`config.mk`:
```
export PLATFORM = sky130hd
export DESIGN_NAME = wfc_ram
export DESIGN_NICKNAME = d
export VERILOG_FILES = /design/src/hw/rtl/wfc_ram.sv
export SDC_FILE = /design/constraint.sdc
export NUM_CORES = 1
export LEC_CHECK = 0
export ABC_AREA = 0
export BUFFER_PORTS_ARGS = -buffer_cell sky130_fd_sc_hd__clkbuf_2
export CORE_MARGIN = 5
export CORE_UTILIZATION = 63
export CTS_BUF_LIST = sky130_fd_sc_hd__clkbuf_2
export DETAILED_ROUTE_END_ITERATION = 10
export PLACE_DENSITY_LB_ADDON = 0.05
export SLEW_MARGIN = 40
export SYNTH_ARGS = -nofsm -noshare
export SYNTH_HDL_FRONTEND = slang
export SYNTH_SLANG_ARGS = --single-unit
```
`constraint.sdc`:
```
create_clock -name clk -period 1.9 [get_ports clk]
set_input_delay 0.095 -clock clk [delete_from_list [all_inputs] [get_ports clk]]
set_output_delay 0.095 -clock clk [all_outputs]
set_load 0.01 [all_outputs]
```
`src/hw/rtl/wfc_ram.sv`:
```
module wfc_ram #(
  parameter int WIDTH = 8,
  parameter int DEPTH = 16
) (
  input  logic                     clk,
  input  logic                     wr_en,
  input  logic [$clog2(DEPTH)-1:0] wr_addr,
  input  logic [WIDTH-1:0]         wr_data,
  input  logic [$clog2(DEPTH)-1:0] rd_addr,
  output logic [WIDTH-1:0]         rd_data
);

  logic [WIDTH-1:0] mem [DEPTH];

  always_ff @(posedge clk) begin
    if (wr_en) begin
      mem[wr_addr] <= wr_data;
    end
    rd_data <= mem[rd_addr];
  end

endmodule

```
Word level (Yosys, flattened, before mapping). Memory sizes are Yosys's and may differ from the RTL's. A register that Yosys moved wholly into a read port is not among the register bits. Index checks and enable logic that the tools add are counted.

Flip-flop bits (word level): 0. RAM bits: 128. Input port bits: 18. Logic and storage cells: 3. Memories kept: 1.

Mux-type cells: 2.

Memory list: mem (depth 16, width 8, read ports 1, clocked after Yosys merged registers in 1, wr ports 1, line 13) `logic [WIDTH-1:0] mem [DEPTH];`.

Operator list (count): two-way mux 1 bit (2).

Longest topological paths before layout.
Word-level depth: 2. Depth in mapped cells: 5.

Worst setup path before layout. Ideal clock, no wire load.

Path type: input to register. Start point: input wr_addr[2]. End point: memory mem[0][0], enable pin. Setup time: 383 ps. Arrival: 1205 ps. Setup slack: 312 ps. Cell stages on the path: 2. Buffers on the path: 0. Path through: or3b_2 nor3_1.

RTL lines: start: declaration (line 7) `input logic [$clog2(DEPTH)-1:0] wr_addr,`; end: declaration (line 13).

No word-level cell before the write port.

==> flow_metrics.env <==
export IMPL_outcome="finished, final reports clean"
export IMPL_antennaDiodeCount=0
export IMPL_wl_met2_mm=4.790
export IMPL_cts_num_sinks=136
export IMPL_place_hpwl_mm=6.079
export IMPL_synth_top_area_frac=0.7467
export IMPL_synth_top_family_by_area="multiplexers"
export IMPL_dr_first_iter_drc_count=169
export IMPL_required_ns=2.41
export IMPL_crit_arrival_ns=1.93
export IMPL_grt_pass1_vias=2661
export IMPL_synth_area_leader_cell="edfxtp_1"
export IMPL_synthMostInstantiatedCell="edfxtp_1"
export IMPL_rsz0062_at_grt="false"
export IMPL_htreeDepth=4
export IMPL_numPortBuffers=25
export IMPL_top_layer="met4"
export IMPL_cts_root_buf="clkbuf_2"
export IMPL_wl_met1_mm=3.901
export IMPL_setup_viol=0
export IMPL_insertion_delay_ns=0.63
export IMPL_ys_types=19
export IMPL_cts_resized=0
export IMPL_ys_seq_area_frac=0.7778
export IMPL_detail_route_wirelength_mm=9.443
export IMPL_peakVddDrop_mv=0.6541
export IMPL_wire_per_inst_um=22.65
export IMPL_drt_vias_per_instance=5.962
export IMPL_hold_path_class="input pin to flip-flop"
export IMPL_synth_compound_area_share=0.02333
export IMPL_ys_warn_count=0
export IMPL_finalNetCount=317
export IMPL_path_class="flip-flop to flip-flop"
export IMPL_setup_slack_ns=0.4820
export IMPL_rows=33
export IMPL_setup_tns_ns=0
export IMPL_slew_violations=0
export IMPL_synth_simple_area_share=0.03184
export IMPL_cts_tree="built"
export IMPL_coreArea_mm2=0.008093
export IMPL_muxShareOfSynthArea=0.1502
export IMPL_power_leakage_nw=2.048
export IMPL_synth_top_cells_by_area="edfxtp_1 75%, mux4_2 7.9%, mux4_1 7.1%"
export IMPL_synthCells=229
export IMPL_numCtsBuffers=17
export IMPL_clock_path_buffers=2
export IMPL_synth_enable_flop_cells=128
export IMPL_drive_gt1_frac=0.3045
export IMPL_post_route_period_util=0.7463
export IMPL_gr_total_overflow=0
export IMPL_grt_pass1_wl_mm=15.06
export IMPL_utilization=0.7341
export IMPL_period_minus_slack_ns=1.418
export IMPL_finClkSkew_ns=0.01393
export IMPL_tightest_slew_ns=0.4016
export IMPL_synth_seq_cells=136
export IMPL_fmax_mhz=705.2
export IMPL_io_pins=26
export IMPL_track_usage=0.2146
export IMPL_crit_path_start_kind="flip-flop"
export IMPL_cp_max_fo=1
export IMPL_gp_congestion=0.7461
export IMPL_clk_pin_slew_worst_paths_ns=0.18
export IMPL_async_reset_ff_frac=0
export IMPL_synth_xor_area_frac=0
export IMPL_synth_common_cells="128 x edfxtp_1, 18 x mux4_2, 16 x a22oi_1, 14 x mux4_1, 13 x nor2_1"
export IMPL_synthAdderAreaFrac=0
export IMPL_die_w_um=100.4
export IMPL_synth_nets=247
export IMPL_synthFlopType="edfxtp_1"
export IMPL_fillers=518
export IMPL_end_kind="flip-flop"
export IMPL_cellPowerDensity_mw_per_mm2=952.8
export IMPL_initial_core_util=0.6361
export IMPL_grt_max_degree=20
export IMPL_synth_avg_cell_area_um2=22.48
export IMPL_finalHoldViolations=0
export IMPL_wl_met3_um=651
export IMPL_ant_nets=0
export IMPL_cap_violations=0
export IMPL_num_vias=2486
export IMPL_dp_slack_ns=0.3423
export IMPL_syn_to_final_growth_pct=15.41
export IMPL_syn_area_mm2=0.005147
export IMPL_chipHeight_um=100.4
export IMPL_dr_pass1_iters=4
export IMPL_grt_antenna_before_repair=0
export IMPL_drc=0
export IMPL_slew_headroom=0.7323
export IMPL_die_area_mm2=0.01008
## repair_timing
item	CTS	global route
hold endpoints to repair	155	3
hold buffers	13	1
buffers inserted	0	0
## through the flow
step | total power [mW] | cell area (µm²) | hold WS (ns) | instances
2_1_floorplan | 3.610 | 5147 | 0.1939 | 229
3_3_place_gp | 3.750 | 5508 | 0.4856 | 371
3_5_place_dp | 3.763 | 5508 | 0.4879 | 371
4_1_cts | 5.710 | 5931 | 0.001566 | 416
5_1_grt | 5.900 | 5941 | 0.01484 | 417
6_report | 5.660 | 5941 | 0.06141 | 417
## cells by family after synthesis
logic type,after synthesis
AO/OA/AOI/OAI,16
buffers and inverters,10
flip-flops,136
multiplexers,32
AND/OR/NAND/NOR,35
## cell usage in the layout (no fill, tap or decap), types with 2 or more instances in the layout
master	instances
mux4_2	18
nand2b_1	2
dfxtp_1	8
clkbuf_2	42
a22oi_1	16
nand3b_1	2
bufinv_16	5
buf_4	20
nor3_1	4
dlygate4sd3_1	14
clkinv_1	3
clkinv_2	3
mux4_1	14
buf_12	2
nand2_1	9
clkinvlp_4	3
edfxtp_1	128
nor2_1	13
## sequential cells by signal (all words and copies together), names as in the netlist
register  flops
mem         128
rd_data       8
## power breakdown
| group | internal [mW] | switching (mW) |
|---|---|---|
| Sequential | 3.35 | 0.0202 |
| Clock | 0.976 | 0.975 |
| Combinational | 0.156 | 0.184 |
## routing by layer
| layer | vias up | track usage |
|---|---|---|
| met5 | - | 0 |
| met4 | 0 | 0.07047 |
| met3 | 14 | 0.05907 |
| met2 | 89 | 0.3344 |
| met1 | 1266 | 0.3005 |
| li1 | 1117 | - |
## critical path, stage by stage (launching register included)
cell and delay (ns):
edfxtp_1 0.39, mux4_2 0.50, a22oi_1 0.30, nand2_1 0.11
## final timing paths
check | from | end | slack, ns | depth (start not counted)
hold reg to reg | mem[7][4]$_DFFE_PP_ | rd_data[4]$_DFF_P_ | 0.73 | 3
setup reg to reg | mem[15][7]$_DFFE_PP_ | rd_data[7]$_DFF_P_ | 0.48 | 3
hold / removal | rd_addr[2] | rd_data[1]$_DFF_P_ | 0.06 | 5
setup / recovery | mem[15][7]$_DFFE_PP_ | rd_data[7]$_DFF_P_ | 0.48 | 3
## area by class of cell
class / instances / area, µm² / area share
clock buffer: 17 / 85.08 / 0.01432
timing repair buffer: 61 / 455.4 / 0.07666
sequential: 136 / 4004 / 0.6740
tap: 105 / 131.4 / 0.02211
clock inverter: 15 / 207.7 / 0.03496
multi-input combinational: 83 / 1057 / 0.1780
(Power assumes the default switching activity.)
