$ cat src/hw/rtl/wfc_pkg.sv
package wfc_pkg;

  localparam int TABLE_ENTRIES  = 1024;
  localparam int MAX_WORD_CHARS = 59;

  localparam int IDX_W      = $clog2(TABLE_ENTRIES);
  localparam int USED_W     = $clog2(TABLE_ENTRIES + 1);
  localparam int LEN_W      = $clog2(MAX_WORD_CHARS + 1);
  localparam int POS_W      = (MAX_WORD_CHARS > 1) ? $clog2(MAX_WORD_CHARS) : 1;
  localparam int CHAR_DEPTH = TABLE_ENTRIES * MAX_WORD_CHARS;
  localparam int CADDR_W    = $clog2(CHAR_DEPTH);
  localparam int COUNT_W    = 32;

  localparam logic [COUNT_W-1:0] COUNT_MAX = {COUNT_W{1'b1}};
  localparam logic [POS_W-1:0]   LAST_POS  = POS_W'(MAX_WORD_CHARS - 1);

  typedef struct packed {
    logic [7:0] char_code;
    logic       end_of_word;
  } request_t;

  typedef struct packed {
    logic [9:0]         entry_index;
    logic [COUNT_W-1:0] word_count;
    logic               was_new;
    logic               table_full;
    logic               was_truncated;
  } result_t;

endpackage

$ cat src/hw/rtl/wfc_cell.sv
module wfc_cell
  import wfc_pkg::*;
(
  input  logic       clk,
  input  logic       load_en,
  input  logic [7:0] load_data,
  input  logic       shift_en,
  input  logic [7:0] shift_in,
  output logic [7:0] value
);

  // hold one pending byte; load from the request or take the neighbor's byte
  always_ff @(posedge clk) begin
    if (load_en) begin
      value <= load_data;
    end else if (shift_en) begin
      value <= shift_in;
    end
  end

endmodule

$ cat config.mk
export PLATFORM = sky130hd
export DESIGN_NAME = wfc_cell
export DESIGN_NICKNAME = d
export VERILOG_FILES = /design/src/hw/rtl/wfc_pkg.sv /design/src/hw/rtl/wfc_cell.sv
export SDC_FILE = /design/constraint.sdc
export NUM_CORES = 1
export LEC_CHECK = 0
export CORE_AREA = 2 2 39 41
export DETAILED_ROUTE_END_ITERATION = 8
export DIE_AREA = 0 0 41 43
export DONT_BUFFER_PORTS = 1
export SETUP_SLACK_MARGIN = 0.3
export SYNTH_ARGS = -nofsm -noshare
export SYNTH_HDL_FRONTEND = slang
export SYNTH_SLANG_ARGS = --single-unit
$ cat constraint.sdc
create_clock -name clk -period 1.7 [get_ports clk]
set_input_delay 0.17 -clock clk [delete_from_list [all_inputs] [get_ports clk]]
set_output_delay 0.17 -clock clk [all_outputs]
set_load 0.03 [all_outputs]
Word-level counts from Yosys, hierarchy flattened. Index checks and enable logic that the tools add are counted.

Multiplexer cells: 2. Reduce and logical (&&, ||, !) cells: 1.

Operators with widths (number): 2-to-1 mux 8 bit (2); nonzero test 2 bit (1).

Input port bits: 19. Flip-flop bits (word level): 8. Output and inout bits: 8. Word-level logic and storage cells: 4.

Longest topological paths before layout. Gate-level depths: netlist of run 1.

Word-level depth: 2. Mapped depth: 2.

Least setup slack after synthesis of run 1. OpenSTA, ideal clock, no wires.

Kind: input to register. Start point: input load_en. End point: register value[0] (enable). Required time: 1.417 ns. Arrival: 0.621 ns. Stages on the path: 2. Slack: 0.796 ns. Buffers on the path: 1. Setup time: 0.283 ns. Path through: buf_6 > or2_1.

Word-level cells in the longest chain between the ends: 1.

Ends and longest elaborated chain: start: declaration (line wfc_cell.sv:5) `input logic load_en,`; nonzero test 2 bit (no line); end signal: assignment (line wfc_cell.sv:15) `value <= load_data;`; end signal: assignment (line wfc_cell.sv:17) `value <= shift_in;`; end: declaration (line wfc_cell.sv:9) `output logic [7:0] value`.

Every way passes these cells. A chain may end at the register's enable or synchronous reset.

Worst setup path after layout of run 1.
Start point: register value[7]. End point: output value[7].

No word-level cell between the ends.

==> implementation parameters, run 1 <==
Parameter                              Value

STA
  Number of failing setup endpoints in the final timing report    0
  Upper clock frequency limit    1.07 GHz
  Final period demand of the worst path    937 ps
  TNS Setup    0 ps
  Relative max-transition margin    0.783
  Slew @ Worst Pin    325 ps
  Unrepaired setup endpoints after global routing    no
  Fraction of the cycle the final worst path needs    0.551
  Final hold viol count    0
  Final-report max-slew violation count    0

Power
  Clock power share    0.292
  Switching component of the power    0.113 mW
  Fraction of power consumed by combinational cells    0.064
  Share of power burned in registers    0.644
  Net switching fraction of the power    0.244
  Peak supply drop    0.214 mV
  Power per cell area    1130 nW/um2
  Total power draw    0.461 mW
  Internal power    0.348 mW
  LEAKAGE    0.163 nW

Place
  GP Congestion    0.662
  Port bufs    0

Job
  Number of maximum-capacitance constraint violations    0

Synthesis
  Instance count of the mapped netlist    18
  Total number of yosys warnings    0
  Share of the synthesized area in the top cell type    0.636
  Post-synthesis compound-gate area fraction    0
  Synthesized-area fraction occupied by adder cells    0
  Xor and xnor fraction of the mapped netlist area    0
  Summed instance area of the synthesized netlist    378 um2
  Multiplexer share of the synthesized area    0.318
  Most area-hungry cell type in the Yosys netlist    sky130_fd_sc_hd__edfxtp_1
  Synth Register Bits    8
  Cells taking the most area after synthesis    sky130_fd_sc_hd__edfxtp_1 (64%), sky130_fd_sc_hd__mux2_4 (32%), sky130_fd_sc_hd__buf_6 (3.0%), sky130_fd_sc_hd__or2_1 (1.7%)
  Post-synthesis net count    37
  Number of distinct library cell variants in the gate-level netlist after synthesis    4
  Share of synthesized cell area in and, or, nand and nor gates    0.0166
  Register area share after synthesis    0.636
  Largest family of logic cells by synthesized area    multiplexers
  Average instance area after synthesis    21.0 um2

Floorplan
  Std-Cell Core Area    1380 um2
  Ports    27
  Die Height    43 um
  Overall die area    1760 um2
  Initial Util    0.273
  Std-Cell Rows    14
  Die width    41 um

Route
  Routed wl met3    70 um
  Drt wl/cell    15.7 um
  Highest metal layer with signal wires    met4
  Met2 WL    277 um
  Detailed Route Iter0 Violations    8
  Final ANT Viol Nets    0
  Post-detailed-route DRC marker count    0
  Length of routed wiring on met1    203 um
  Detailed-route vias per instance    4.89
  Drt first pass iters    3
  Routed via count    176
  Total Routed Length    564 um

Worst setup path
  Data arrival, critical path    770 ps
  Worst Setup SP    value[7]$_DFFE_PP_
  Required time of the critical path    1530 ps
  Biggest fanout along the worst timing path    1
  Crit. End Element    output port
  Kind of start point of the critical path    flip-flop
  Category of the most critical setup path    flip-flop to output port

Clock tree
  Number of buffers between clock root and the deepest sink    2
  Clock transition at the registers of the reported paths    50 ps
  CTS Buf Count    3
  Number of gates given a new drive strength after cts    0
  Number of buffers inserted by post-CTS setup repair    0
  CTS Hold Bufs    0
  Clock tree from TritonCTS    yes
  CTS H-Tree Depth    1
  Number of sinks driven by the clock tree    8
  Clock root cell    sky130_fd_sc_hd__clkbuf_4

Global routing
  Antenna violations before repair    0
  Largest net degree at the start of global routing    10
  Number of global-route vias before repair    170
  Global-route wire length before repair    710 um
  Remaining Overflow, GRT    0
  Global router's overall resource usage    0.0716

Worst hold path
  Worst hold path startpoint    load_data[1]
  Worst min-delay path category    primary input to flip-flop

Final layout
  Max FFs per register    8
  Share of final-layout standard cells stronger than drive strength 1    0.550
  Regs by FF count    value x8
  Number of inserted filler cells in the final layout    139
  Ant. Diodes    0
  Final layout net count    41
  Signed area change from the synthesized netlist to the final layout    8.28%
  Largest Register    value

Outcome
  Status    completed
## path summary, 6_finish.rpt
path | depth (start not counted) | end | slack, ps
setup / recovery | 0 | value[7] | 760
hold / removal | 1 | value[1]$_DFFE_PP_ | 140
## final cells by class
type,count,area (um2),share of cell area
Clock buffer,3,22.5,0.0550
Tap cell,16,20.0,0.0489
Multi-Input combinational cell,9,126,0.309
Sequential cell,8,240,0.587
## power groups by stage
stage | clock, mW | sequential, mW | combinational [mW]
after floorplan | 0 | 0.297 | 0.0341
after global placement | 0 | 0.301 | 0.0299
after detailed placement | 0 | 0.301 | 0.0298
after CTS | 0.141 | 0.298 | 0.0298
after global routing | 0.147 | 0.299 | 0.0318
final | 0.135 | 0.297 | 0.0294
## stage by stage
| stage | hold WS, ps | util | std cells | setup WS (ps) | instance area, um2 |
|---|---|---|---|---|---|
| after floorplan | 387 | - | 18 | 796 | 378 |
| after global placement | 392 | 0.279 | 33 | 904 | 387 |
| after detailed placement | 390 | 0.279 | 33 | 892 | 387 |
| after CTS | 129 | 0.296 | 36 | 751 | 409 |
| after global routing | 129 | 0.296 | 36 | 743 | 409 |
| final | 137 | 0.296 | 36 | 763 | 409 |
## cells by family (layout without fill, tap and decap cells)
family | count (synthesis) | in the layout
mux | 8 | 8
simple gates | 1 | 1
flops | 8 | 8
buf+inv | 1 | 3
## placed cells by master (no fill, tap or decap)
cell type                  n
sky130_fd_sc_hd__clkbuf_4  3
sky130_fd_sc_hd__or2_1     1
sky130_fd_sc_hd__mux2_4    8
sky130_fd_sc_hd__edfxtp_1  8
## layer usage
layer | vias up | GRT usage
met5 | - | 0
met4 | 0 | 0.120
met3 | 2 | 0.0524
met2 | 16 | 0.0906
met1 | 85 | 0.0444
li1 | 73 | -
## synthesized netlist by cell type, drive strengths merged
cell    instances
edfxtp          8
buf             1
mux2            8
or2             1
Note: power is estimated with default switching activity, not from simulation.
==> inputs of run 2 (changes only) <==
--- a/config.mk
+++ b/config.mk
@@ -5,6 +5,7 @@
 export SDC_FILE = /design/constraint.sdc
 export NUM_CORES = 1
 export LEC_CHECK = 0
+export ABC_AREA = 1
 export CORE_AREA = 2 2 39 41
 export DETAILED_ROUTE_END_ITERATION = 8
 export DIE_AREA = 0 0 41 43
==> constraint.sdc (replaced) <==
create_clock -name clk -period 0.8 [get_ports clk]
set_input_delay 0.08 -clock clk [delete_from_list [all_inputs] [get_ports clk]]
set_output_delay 0.08 -clock clk [all_outputs]
set_load 0.03 [all_outputs]
==> run 2 against run 1 <==
  * The run now ends with negative setup slack left
  * Power is 110% higher
  * First-iteration DRC count is 63% lower
  * Sequential cell count stayed put
  * Core utilization is 1.7 points lower
  * Area after synthesis is 7.0% lower
  * Sequential share of layout area is 3.6 points higher
==> implementation parameters, run 2 <==
Parameter                              Value

Synthesis
  Dominant synthesized flop cell    sky130_fd_sc_hd__edfxtp_1 (unchanged)
  Most area-hungry cell type in the Yosys netlist    sky130_fd_sc_hd__edfxtp_1 (unchanged)
  Total number of yosys warnings    0 (unchanged)
  Summed instance area of the synthesized netlist    352 um2 (was 378 um2)
  Share of the synthesized area in the top cell type    0.683 (was 0.636)
  Average instance area after synthesis    10.0 um2 (was 21.0 um2)
  Most frequent cell after synthesis    sky130_fd_sc_hd__nand2_1
  FFs w/ async S/R, synth    0 (unchanged)
  Cells taking the most area after synthesis    sky130_fd_sc_hd__edfxtp_1 (68%), sky130_fd_sc_hd__nand2_1 (26%), sky130_fd_sc_hd__buf_6 (3.2%), sky130_fd_sc_hd__or2_1 (1.8%), sky130_fd_sc_hd__inv_2 (1.1%) (was sky130_fd_sc_hd__edfxtp_1 (64%), sky130_fd_sc_hd__mux2_4 (32%), sky130_fd_sc_hd__buf_6 (3.0%), sky130_fd_sc_hd__or2_1 (1.7%))
  Instance count of the mapped netlist    35 (was 18)
  Post-synthesis net count    54 (was 37)
  Number of distinct library cell variants in the gate-level netlist after synthesis    5 (was 4)
  Ranking of synthesized cells by instance count    sky130_fd_sc_hd__nand2_1 (24), sky130_fd_sc_hd__edfxtp_1 (8), sky130_fd_sc_hd__buf_6 (1), sky130_fd_sc_hd__inv_2 (1), sky130_fd_sc_hd__or2_1 (1) (was sky130_fd_sc_hd__edfxtp_1 (8), sky130_fd_sc_hd__mux2_4 (8), sky130_fd_sc_hd__buf_6 (1), sky130_fd_sc_hd__or2_1 (1))
  Synth Register Bits    8 (unchanged)
  Register area share after synthesis    0.683 (was 0.636)
  Number of flops mapped to enable cells by yosys    8 (unchanged)

Worst setup path
  Crit. End Element    output port (unchanged)
  Required time of the critical path    720 ps (was 1530 ps)
  Biggest fanout along the worst timing path    1 (unchanged)
  Category of the most critical setup path    flip-flop to output port (unchanged)
  Kind of start point of the critical path    flip-flop (unchanged)
  Data arrival, critical path    780 ps (was 770 ps)

Worst hold path
  Worst min-delay path category    primary input to flip-flop (unchanged)

Route
  Drt first pass iters    2 (was 3)
  Final ANT Viol Nets    0 (unchanged)
  Drt wl/cell    12.1 um (was 15.7 um)
  Post-detailed-route DRC marker count    0 (unchanged)
  Detailed-route vias per instance    4.30 (was 4.89)
  Detailed Route Iter0 Violations    3 (was 8)
  Total Routed Length    640 um (was 564 um)
  Routed via count    228 (was 176)

Power
  Total power draw    0.980 mW (was 0.461 mW)
  LEAKAGE    0.174 nW (was 0.163 nW)
  Peak supply drop    0.367 mV (was 0.214 mV)
  Power per cell area    2540 nW/um2 (was 1130 nW/um2)

STA
  Unrepaired setup endpoints after global routing    yes (was no)
  Upper clock frequency limit    1.17 GHz
  Slew @ Worst Pin    293 ps (was 325 ps)
  Final hold viol count    0 (unchanged)
  TNS Setup    -410 ps (was 0 ps)
  Final period demand of the worst path    856 ps
  Final setup slack of the worst path    -55.9 ps (was 763 ps)
  Relative max-transition margin    0.805 (was 0.783)
  Number of failing setup endpoints in the final timing report    8 (was 0)
  Worst Hold Slack    5.53 ps (was 137 ps)
  Final-report max-slew violation count    0 (unchanged)
  Fraction of the cycle the final worst path needs    1.07

Final layout
  Signed area change from the synthesized netlist to the final layout    9.61% (was 8.28%)
  Finished layout cell area    385 um2 (was 409 um2)
  Max FFs per register    8 (unchanged)
  Regs by FF count    value x8 (unchanged)
  Most common library cell in the layout ignoring fill and taps    sky130_fd_sc_hd__nand2_1
  Share of final-layout standard cells stronger than drive strength 1    0.135 (was 0.550)
  Final layout net count    58 (was 41)
  Most used cells in the layout excluding fill and tap cells    sky130_fd_sc_hd__nand2_1 (24), sky130_fd_sc_hd__edfxtp_1 (8), sky130_fd_sc_hd__clkbuf_4 (3) (was sky130_fd_sc_hd__mux2_4 (8), sky130_fd_sc_hd__edfxtp_1 (8), sky130_fd_sc_hd__clkbuf_4 (3))
  Ant. Diodes    0 (unchanged)
  Largest Register    value (unchanged)

Global routing
  Number of global-route vias before repair    216 (was 170)
  Antenna violations before repair    0 (unchanged)
  Global router's overall resource usage    0.0811 (was 0.0716)
  Remaining Overflow, GRT    0 (unchanged)
  Largest net degree at the start of global routing    11 (was 10)
  Global-route wire length before repair    834 um (was 710 um)

Clock tree
  Number of sinks driven by the clock tree    8 (unchanged)
  Number of gates given a new drive strength after cts    0 (unchanged)
  CTS Buf Count    3 (unchanged)
  Clock tree from TritonCTS    yes (unchanged)
  Number of buffers between clock root and the deepest sink    2 (unchanged)
  Clock root cell    sky130_fd_sc_hd__clkbuf_4 (unchanged)
  Clock transition at the registers of the reported paths    50 ps (about the same)
  CTS H-Tree Depth    1 (unchanged)

Floorplan
  Overall die area    1760 um2 (unchanged)
  Std-Cell Rows    14 (unchanged)
  Die Height    43 um (unchanged)
  Ports    27 (unchanged)
  Initial Util    0.254 (was 0.273)
  Die width    41 um (unchanged)
  Std-Cell Core Area    1380 um2 (unchanged)

Job
  Number of maximum-capacitance constraint violations    0 (unchanged)

Place
  GP Congestion    0.591 (was 0.662)
  Post-detail-place hpwl    524 um
  Port bufs    0 (unchanged)
  Placement-stage worst setup slack    180 ps (was 892 ps)
  Post-placement cell area    363 um2 (was 387 um2)

Outcome
  Violations in the final reports    negative setup slack
  Status    finished, violations left (was completed)
[run 2: logic make-up (layout without fill, tap and decap cells)]
family,count (synthesis),in the layout,share of synthesized area
buffers and inverters,2,4,0.0427
DFF,8,8,0.683
and+or+nand+nor,25,25,0.274
[run 2: per-stage QoR]
step | cells | utilization
global placement | 50 | 0.262
global route | 53 | 0.278
detailed placement | 50 | 0.262
finish | 53 | 0.278
CTS | 53 | 0.278
floorplan | 35 | -
[run 2: metal layers]
metal,wire length [um],vias up,GRT usage
li1,-,117,-
met1,195,91,0.0430
met2,335,16,0.119
met3,74,4,0.0419
met4,35,0,0.140
met5,0,-,0
[run 2: worst paths after layout]
check                  to  slack [ps]               start  cells after the start
max              value[0]         -60  value[0]$_DFFE_PP_                      0
min    value[4]$_DFFE_PP_           6        load_data[4]                      2
[run 2: timing repair]
action,in CTS,in global routing
hold buffers,0,0
setup buffers,0,0
setup endpoints to repair,8,8
[run 2: final cells by class]
cell class                 instances  area (um2)
multi-input combinational         25        98.8
inverter                           1        3.75
fill                             156         998
sequential                         8         240
clock buffer                       3        22.5
tap                               16        20.0
[run 2: power breakdown]
| part | internal (mW) | leakage, nW | switching [mW] |
|---|---|---|---|
| logic | 0.0191 | 0.0780 | 0.0287 |
| clock network | 0.171 | 0.0138 | 0.132 |
| registers | 0.521 | 0.0824 | 0.108 |
==> inputs of run 3 (changes only) <==
==> constraint.sdc (replaced) <==
create_clock -name clk -period 0.8 [get_ports clk]
set_input_delay 0 -clock clk [delete_from_list [all_inputs] [get_ports clk]]
set_output_delay 0 -clock clk [all_outputs]
set_load 0.03 [all_outputs]
==> run 3 against run 2 <==
  * The run ends with negative hold slack left
  * Hold slack lost 74 ps
  * Final cell count did not move
  * Combinational power rose by 1%
  * Worst setup slack better by 87 ps
  * Critical path type unchanged
==> implementation parameters, run 3 (synthesis results as in run 2) <==
Parameter                              Value

Outcome
  Status    finished, violations left (unchanged)
  Violations in the final reports    negative hold slack (was negative setup slack)

Clock tree
  Number of sinks driven by the clock tree    8 (unchanged)
  CTS Buf Count    3 (unchanged)
  Number of buffers between clock root and the deepest sink    2 (unchanged)
  Number of gates given a new drive strength after cts    0 (unchanged)
  CTS H-Tree Depth    1 (unchanged)
  Clock tree from TritonCTS    yes (unchanged)
  Clock root cell    sky130_fd_sc_hd__clkbuf_4 (unchanged)
  Number of buffers inserted by post-CTS setup repair    0 (unchanged)
  Clock transition at the registers of the reported paths    50 ps (about the same)

Route
  Total Routed Length    619 um (was 640 um)
  Routed via count    227 (was 228)
  Final ANT Viol Nets    0 (unchanged)
  Post-detailed-route DRC marker count    0 (unchanged)
  Drt first pass iters    1 (was 2)
  Drt wl/cell    11.7 um (was 12.1 um)
  Detailed Route Iter0 Violations    0 (was 3)
  Detailed-route vias per instance    4.28 (was 4.30)

Power
  Total power draw    0.969 mW (was 0.980 mW)
  Peak supply drop    0.339 mV (was 0.367 mV)
  LEAKAGE    0.174 nW (unchanged)
  Power per cell area    2510 nW/um2 (was 2540 nW/um2)

Global routing
  Antenna violations before repair    0 (unchanged)
  Remaining Overflow, GRT    0 (unchanged)
  Global router's overall resource usage    0.0804 (was 0.0811)
  Largest net degree at the start of global routing    11 (unchanged)
  Global-route wire length before repair    876 um (was 834 um)
  Number of global-route vias before repair    220 (was 216)

Place
  GP Congestion    0.623 (was 0.591)
  Placement-stage worst setup slack    261 ps (was 180 ps)
  Post-placement cell area    363 um2 (unchanged)
  Port bufs    0 (unchanged)

Floorplan
  Std-Cell Core Area    1380 um2 (unchanged)
  Die width    41 um (unchanged)
  Std-Cell Rows    14 (unchanged)
  Die Height    43 um (unchanged)
  Initial Util    0.254 (unchanged)
  Ports    27 (unchanged)
  Overall die area    1760 um2 (unchanged)

Worst setup path
  Data arrival, critical path    770 ps (was 780 ps)
  Biggest fanout along the worst timing path    1 (unchanged)
  Crit. End Element    output port (unchanged)
  Instance count on the critical path    0 (unchanged)
  Kind of start point of the critical path    flip-flop (unchanged)
  Category of the most critical setup path    flip-flop to output port (unchanged)
  Required time of the critical path    800 ps (was 720 ps)

STA
  Final period demand of the worst path    769 ps (was 856 ps)
  Unrepaired setup endpoints after global routing    yes (unchanged)
  Slew @ Worst Pin    292 ps (was 293 ps)
  Fraction of the cycle the final worst path needs    0.961 (was 1.07)
  Final-report max-slew violation count    0 (unchanged)
  Worst Hold Slack    -68.5 ps (was 5.53 ps)
  Number of failing setup endpoints in the final timing report    0 (was 8)
  Relative max-transition margin    0.806 (was 0.805)
  Final hold viol count    8 (was 0)
  Final setup slack of the worst path    31.5 ps (was -55.9 ps)
  Upper clock frequency limit    1.30 GHz (was 1.17 GHz)

Final layout
  Most used cells in the layout excluding fill and tap cells    sky130_fd_sc_hd__nand2_1 (24), sky130_fd_sc_hd__edfxtp_1 (8), sky130_fd_sc_hd__clkbuf_4 (3) (unchanged)
  Final layout net count    58 (unchanged)
  Largest Register    value (unchanged)
  Most common library cell in the layout ignoring fill and taps    sky130_fd_sc_hd__nand2_1 (unchanged)
  Finished layout cell area    385 um2 (unchanged)
  Signed area change from the synthesized netlist to the final layout    9.61% (unchanged)
  Ant. Diodes    0 (unchanged)
  Share of the core filled with cells in the final layout    0.278 (unchanged)
  Max FFs per register    8 (unchanged)
  Share of final-layout standard cells stronger than drive strength 1    0.135 (unchanged)
  Regs by FF count    value x8 (unchanged)

Worst hold path
  Worst Hold End    value[6]$_DFFE_PP_ (was value[4]$_DFFE_PP_)
  Worst min-delay path category    primary input to flip-flop (unchanged)
  Count of cells along the worst hold path    2 (unchanged)
  Worst hold path startpoint    shift_in[6] (was load_data[4])

Job
  Number of maximum-capacitance constraint violations    0 (unchanged)
==> run 3: power breakdown <==
group          internal [mW]  switching (mW)
combinational         0.0191          0.0293
sequential             0.521           0.106
clock                  0.171           0.122
==> run 3: worst max path at each step <==
stage,from,to,slack [ps]
global route,value[2]$_DFFE_PP_,value[2],-0.7
CTS,value[2]$_DFFE_PP_,value[2],20
global placement,shift_en,value[3]$_DFFE_PP_,270
detailed placement,shift_en,value[2]$_DFFE_PP_,260
floorplan,load_en,value[0]$_DFFE_PP_,170
finish,value[2]$_DFFE_PP_,value[2],30
==> run 3: layer usage <==
layer / part of all wire / GRT usage
met5: 0 / 0
met4: 0.023 / 0.120
met3: 0.14 / 0.0209
met2: 0.49 / 0.113
met1: 0.35 / 0.0710
==> run 3: through the flow <==
step,hold slack [ps],TNS (ps),cells
floorplan,179,0,35
global placement,186,0,50
detailed placement,185,0,50
CTS,-79.2,0,53
global route,-82.4,-0.736,53
finish,-68.5,0,53
==> run 3: final cells by class <==
| cell class | instances | area (um2) |
|---|---|---|
| Inverter | 1 | 3.75 |
| Multi-Input combinational cell | 25 | 98.8 |
| Tap cell | 16 | 20.0 |
| Fill cell | 156 | 998 |
| Clock buffer | 3 | 22.5 |
| Sequential cell | 8 | 240 |
